[config.mk]
export PLATFORM = sky130hd
export DESIGN_NAME = amb_cordic
export DESIGN_NICKNAME = d
export VERILOG_FILES = /design/src/rtl/affine_matrix_builder_defines.svh /design/src/rtl/amb_pkg.sv /design/src/rtl/amb_cordic.sv
export SDC_FILE = /design/constraint.sdc
export NUM_CORES = 2
export LEC_CHECK = 0
export BUFFER_PORTS_ARGS = -buffer_cell sky130_fd_sc_hd__buf_2
export CAP_MARGIN = 15
export CELL_PAD_IN_SITES_DETAIL_PLACEMENT = 1
export CELL_PAD_IN_SITES_GLOBAL_PLACEMENT = 2
export CORE_UTILIZATION = 35
export DETAILED_ROUTE_END_ITERATION = 12
export GPL_TIMING_DRIVEN = 0
export PLACE_DENSITY = 0.73
export REMOVE_ABC_BUFFERS = 1
export SYNTH_ARGS = -nofsm -noshare
export SYNTH_HDL_FRONTEND = slang
export SYNTH_SLANG_ARGS = --single-unit
[constraint.sdc]
create_clock -name i_clk -period 5.45 [get_ports i_clk]
set_clock_uncertainty 0.1 [all_clocks]
set_input_delay 0.545 -clock i_clk [delete_from_list [all_inputs] [get_ports i_clk]]
set_output_delay 0.545 -clock i_clk [all_outputs]
set_load 0.01 [all_outputs]
[src/rtl/affine_matrix_builder_defines.svh]
// Assertion macros for the affine matrix builder.
// Used by the top level; no other dependencies.
`ifndef AFFINE_MATRIX_BUILDER_DEFINES_SVH
`define AFFINE_MATRIX_BUILDER_DEFINES_SVH
`ifndef ASSERT_OFF
`define AMB_ASSERT_IMP(label, clk, rst_n, ante, cons) \
    label: assert property (@(posedge clk) disable iff (!rst_n) (ante) |-> (cons)) \
        else $error("assertion failed");
`define AMB_ASSERT_NEXT(label, clk, rst_n, ante, cons) \
    label: assert property (@(posedge clk) disable iff (!rst_n) (ante) |=> (cons)) \
        else $error("assertion failed");
`else
`define AMB_ASSERT_IMP(label, clk, rst_n, ante, cons)
`define AMB_ASSERT_NEXT(label, clk, rst_n, ante, cons)
`endif
`endif

[src/rtl/amb_pkg.sv]
// Types, constants and fixed-point helpers of the affine matrix builder.
// No dependencies.
`timescale 1ns / 1ps
`default_nettype none
package amb_pkg;
    localparam int ATAN_N = 24;
    localparam int CW = 32;
    localparam int ZW = 33;
    localparam logic signed [CW-1:0] CORDIC_START = 32'sd652032874;
    localparam logic signed [63:0] HALF_Q30 = 64'sd536870912;
    localparam logic signed [33:0] ONE_Q30 = 34'sd1073741824;
    localparam logic signed [31:0] ONE_Q16 = 32'sd65536;
    localparam logic [1:0] ROW_LAST = 2'd3;

    typedef struct packed {
        logic signed [31:0] scale_x;
        logic signed [31:0] scale_y;
        logic signed [31:0] scale_z;
        logic [15:0]        angle_x;
        logic [15:0]        angle_y;
        logic [15:0]        angle_z;
        logic signed [31:0] move_x;
        logic signed [31:0] move_y;
        logic signed [31:0] move_z;
    } t_in_item;

    typedef struct packed {
        logic [1:0]         row_index;
        logic signed [31:0] col0;
        logic signed [31:0] col1;
        logic signed [31:0] col2;
        logic signed [31:0] col3;
        logic               last_row;
    } t_out_item;

    typedef struct packed {
        logic signed [CW-1:0] s;
        logic signed [CW-1:0] c;
    } t_trig;

    typedef logic [8:0][31:0] t_rot;

    function automatic logic [31:0] f_atan(input logic [4:0] idx);
        case (idx)
            5'd0:    f_atan = 32'h20000000;
            5'd1:    f_atan = 32'h12E4051E;
            5'd2:    f_atan = 32'h09FB385B;
            5'd3:    f_atan = 32'h051111D4;
            5'd4:    f_atan = 32'h028B0D43;
            5'd5:    f_atan = 32'h0145D7E1;
            5'd6:    f_atan = 32'h00A2F61E;
            5'd7:    f_atan = 32'h00517C55;
            5'd8:    f_atan = 32'h0028BE53;
            5'd9:    f_atan = 32'h00145F2F;
            5'd10:   f_atan = 32'h000A2F98;
            5'd11:   f_atan = 32'h000517CC;
            5'd12:   f_atan = 32'h00028BE6;
            5'd13:   f_atan = 32'h000145F3;
            5'd14:   f_atan = 32'h0000A2FA;
            5'd15:   f_atan = 32'h0000517D;
            5'd16:   f_atan = 32'h000028BE;
            5'd17:   f_atan = 32'h0000145F;
            5'd18:   f_atan = 32'h00000A30;
            5'd19:   f_atan = 32'h00000518;
            5'd20:   f_atan = 32'h0000028C;
            5'd21:   f_atan = 32'h00000146;
            5'd22:   f_atan = 32'h000000A3;
            5'd23:   f_atan = 32'h00000051;
            default: f_atan = 32'h0;
        endcase
    endfunction

    // Q2.30 product, rounded half up
    function automatic logic signed [31:0] f_mul30(input logic signed [31:0] a,
                                                   input logic signed [31:0] b);
        logic signed [63:0] p;
        p = a * b + HALF_Q30;
        f_mul30 = p[61:30];
    endfunction

    function automatic logic signed [31:0] f_clamp(input logic signed [33:0] v);
        if (v > ONE_Q30) begin
            f_clamp = ONE_Q30[31:0];
        end else if (v < -ONE_Q30) begin
            f_clamp = 32'(-ONE_Q30);
        end else begin
            f_clamp = v[31:0];
        end
    endfunction
endpackage
`default_nettype wire

[src/rtl/amb_cordic.sv]
// Pipelined rotation-mode CORDIC, one stage per iteration, sine and cosine in Q2.30.
// Depends on amb_pkg.
`timescale 1ns / 1ps
`default_nettype none
module amb_cordic #(
    parameter int STEPS = 16
) (
    input  wire logic          i_clk,
    input  wire logic          i_rst_n,
    input  wire logic          i_valid,
    input  wire logic [15:0]   i_angle,
    output logic               o_valid,
    output amb_pkg::t_trig     o_trig
);
    import amb_pkg::*;

    localparam int NS = (STEPS < ATAN_N) ? STEPS : ATAN_N;

    logic                 r_v    [0:NS];
    logic                 r_flip [0:NS];
    logic signed [CW-1:0] r_x    [0:NS];
    logic signed [CW-1:0] r_y    [0:NS];
    logic signed [ZW-1:0] r_z    [0:NS];
    logic                 r_ov;
    t_trig                r_trig;
    logic                 n_flip;
    logic [15:0]          n_ang;

    // fold the half turn around 180 degrees
    always_comb begin
        n_flip = 1'(((i_angle + 16'h4000) >> 15));
        n_ang  = n_flip ? (i_angle ^ 16'h8000) : i_angle;
    end

    always_ff @(posedge i_clk) begin
        if (!i_rst_n) begin
            r_v[0] <= 1'b0;
        end else begin
            r_v[0] <= i_valid;
        end
    end

    always_ff @(posedge i_clk) begin
        r_flip[0] <= n_flip;
        r_x[0]    <= CORDIC_START;
        r_y[0]    <= '0;
        r_z[0]    <= ZW'(signed'({n_ang, 16'h0}));
    end

    for (genvar i = 0; i < NS; i++) begin : g_step
        logic signed [ZW-1:0] n_at;
        assign n_at = signed'(ZW'(f_atan(5'(i))));

        always_ff @(posedge i_clk) begin
            if (!i_rst_n) begin
                r_v[i+1] <= 1'b0;
            end else begin
                r_v[i+1] <= r_v[i];
            end
        end

        always_ff @(posedge i_clk) begin
            r_flip[i+1] <= r_flip[i];
            if (!r_z[i][ZW-1]) begin
                r_x[i+1] <= r_x[i] - (r_y[i] >>> i);
                r_y[i+1] <= r_y[i] + (r_x[i] >>> i);
                r_z[i+1] <= r_z[i] - n_at;
            end else begin
                r_x[i+1] <= r_x[i] + (r_y[i] >>> i);
                r_y[i+1] <= r_y[i] - (r_x[i] >>> i);
                r_z[i+1] <= r_z[i] + n_at;
            end
        end
    end

    always_ff @(posedge i_clk) begin
        if (!i_rst_n) begin
            r_ov <= 1'b0;
        end else begin
            r_ov <= r_v[NS];
        end
    end

    always_ff @(posedge i_clk) begin
        r_trig.s <= r_flip[NS] ? -r_y[NS] : r_y[NS];
        r_trig.c <= r_flip[NS] ? -r_x[NS] : r_x[NS];
    end

    assign o_valid = r_ov;
    assign o_trig  = r_trig;
endmodule
`default_nettype wire

==> impl_metrics.yaml <==
clocking:
  cts_tree: "built"
  htree_levels: 4
  clkLatencyLatePin_ns: 0.86
  clk_root_buffer_cell: "clkbuf_16"
  clk_path_buf_depth: 4
  clk_pin_slew_worst_paths_ns: 0.06
  clock_sinks: 1471
  numCtsBuffers: 184
routing:
  num_vias: 87683
  wl_per_cell_um: 18.7
  viasPerCell: 5.32
  drt-total-wl_um: 309000
  drtAntennaViolNets: 0
  drc: 0
  drt_iter0_markers: 3561
  drt_first_pass_iters: 5
synthesis:
  synth_edf_count: 0
  netlist_area_sq_um: 105000
  seq_area_frac_synth: 0.280
  ys.flop_type: "dfxtp_1"
  yosys_warnings: 0
  synth_cell_types: 95
  synth.avg_cell_area_sq_um: 8.59
  synth_seq_cells: 1471
  synth_top_area_share: 0.280
  synth_top_area_cell: "dfxtp_1"
  async_flop_share: 0
  synthTopCellsByArea: "dfxtp_1, ha_1, xnor2_1, a21oi_1, xor2_1"
  synthesis.instances: 12247
timing:
  setup_viol: 0
  fin_setup_tns_ns: 0
  finalMaxSlewViolations: 0
  slew_headroom: 0.214
  worst_pin_slew_ns: 1.18
  fin_crit_ns: 5.22
  max_freq_ghz: 0.192
  finalCritPeriodShare: 0.957
  hold_violations: 0
setup_path:
  worstPathArrival_ns: 5.87
  critPathMaxStageDelay_ns: 0.50
  critical-path-slowest-cell: "nor4_1"
  crit_fanout: 7
  endpoint_kind: "register"
  crit_type: "register to register"
  cp.required_ns: 6.10
  crit_chain: "nor4_1 -> nor4b_2 -> and2_1 -> a21oi_1 -> xor2_1 -> ha_1 -> a21oi_1 -> o21ai_0 -> a21oi_1 -> o21bai_1 -> a211o_1 -> and3_1 -> o21a_1 -> o41a_1 -> xnor2_1"
  cp-start-kind: "register"
  crit_top_cell: "a21oi_1"
cells_and_area:
  register_area_sq_um: 29500
  num-fill-cells: 34757
  design_area_sq_um: 117000
  syn2layout_area_growth_pct: 11.6
  drive_gt1_frac: 0.0484
  multi_input_area_sq_um: 73500
  nets: 13857
  fin_util: 0.394
grt:
  grt_antenna_before_repair: 8
  grt_pass1_vias: 90866
  grt_overflow: 0
  gr-usage-all-layers: 0.200
  grt_max_degree: 76
  grt_pass1_wl_um: 495000
floorplanning:
  coreArea_sq_um: 298000
  pin_count: 84
  rows: 200
  start_util: 0.353
  die-height_um: 550
  die_x_um: 550
  die_area_sq_um: 303000
place:
  dp_hpwl_um: 252000
  numPortBuffers: 83
  place_area_sq_um: 110000
  gp_congestion: 0.868
status:
  status: "finished clean"
job:
  max_cap_violations: 0
min_path:
  hp-class: "primary input to register"
layout by cell type (no fill, tap or decap), types with 198 or more instances in the layout:
cell	instances
nand2_1	520
inv_1	490
nor3_1	334
dfxtp_1	1455
a21o_1	617
nor2_1	1098
xor2_1	612
ha_1	1406
nand2b_1	201
o21ai_0	426
o21a_1	198
a21oi_1	1330
xnor2_1	1136
nand3_1	208
worst paths after layout:
| check | startpoint | to | slack (ns) | cells after the start |
|---|---|---|---|---|
| setup / recovery | r_y[14][17] | r_x[15][28] | 0.23 | 15 |
| hold / removal | i_angle[9] | r_z[0][25] | 0.22 | 2 |
| setup reg to reg | r_y[14][17] | r_x[15][28] | 0.23 | 15 |
| hold reg to reg | r_flip[1] | r_flip[2] | 0.22 | 0 |
through the flow:
step / cells / hold WS, ns / setup slack [ns]
2_1_floorplan: 12065 / 0.210 / -0.157
3_3_place_gp: 16087 / 0.214 / -2.68
3_5_place_dp: 16113 / 0.213 / -0.565
4_1_cts: 16477 / 0.125 / 0.00769
5_1_grt: 16487 / 0.173 / -0.0150
6_report: 16495 / 0.216 / 0.232
worst max-delay path: cells and delay by family, from the launching register on:
| family | cells | cell delay (ns) |
|---|---|---|
| compound gates | 8 | 2.30 |
| simple gates | 4 | 1.39 |
| fa+ha+maj | 1 | 0.44 |
| flops | 1 | 0.43 |
| xor+xnor | 2 | 0.45 |
cells in the mapped netlist, types with 198 or more instances:
| cell type | instances |
|---|---|
| xnor2_1 | 1137 |
| inv_1 | 493 |
| a21o_1 | 617 |
| xor2_1 | 612 |
| nand2b_1 | 201 |
| o21a_1 | 198 |
| ha_1 | 1406 |
| nand3_1 | 208 |
| nor2_1 | 1098 |
| dfxtp_1 | 1471 |
| nand2_1 | 520 |
| nor3_1 | 338 |
| a21oi_1 | 1331 |
| o21ai_0 | 426 |
kinds of logic (layout without fill, tap and decap cells):
kind of cell	Yosys count	count (layout)	synth area share
other	0	12	0
adders and majority gates	1448	1448	0.175
muxes	94	94	0.00964
AOI/OAI and AO/OA	3664	3664	0.221
and+or+nand+nor	3139	3139	0.144
DFF	1471	1471	0.280
xor gates and xnor gates	1750	1750	0.146
buffers and inverters	681	978	0.0244
registers in the layout, summed over array words and instances, names as in the netlist:
register and count:
o_trig 64, r_v 17, r_y 481, r_flip 17, r_z 435, o_valid 1
r_x 456
what timing repair did:
| item | CTS | global route |
|---|---|---|
| resized for setup | 10 | 41 |
| endpoints found under the hold margin | 35 | 0 |
| setup endpoints to repair | 22 | 55 |
| cloned | 2 | 0 |
| hold buffers | 19 | 0 |
| pin swaps | 0 | 2 |
| buffers inserted | 3 | 6 |
cell type report:
cell class	count	area share
Tap cell	3939	0.0420
Timing Repair inverter	2	0.0000852
Timing Repair Buffer	137	0.0104
Clock inverter	79	0.00903
Antenna cell	12	0.000256
Multi-Input combinational cell	10095	0.626
Clock buffer	261	0.0451
Inverter	499	0.0160
Sequential cell	1471	0.251
per-layer routing:
layer	part of all wire	GRT usage
met2	0.48	0.355
met5	0	0
met1	0.47	0.257
met4	0.024	0.0491
met3	0.024	0.0193
Power is left out: the tool's default activity adds up to more than one toggle a clock period on the data nets, which glitch-free logic cannot reach.
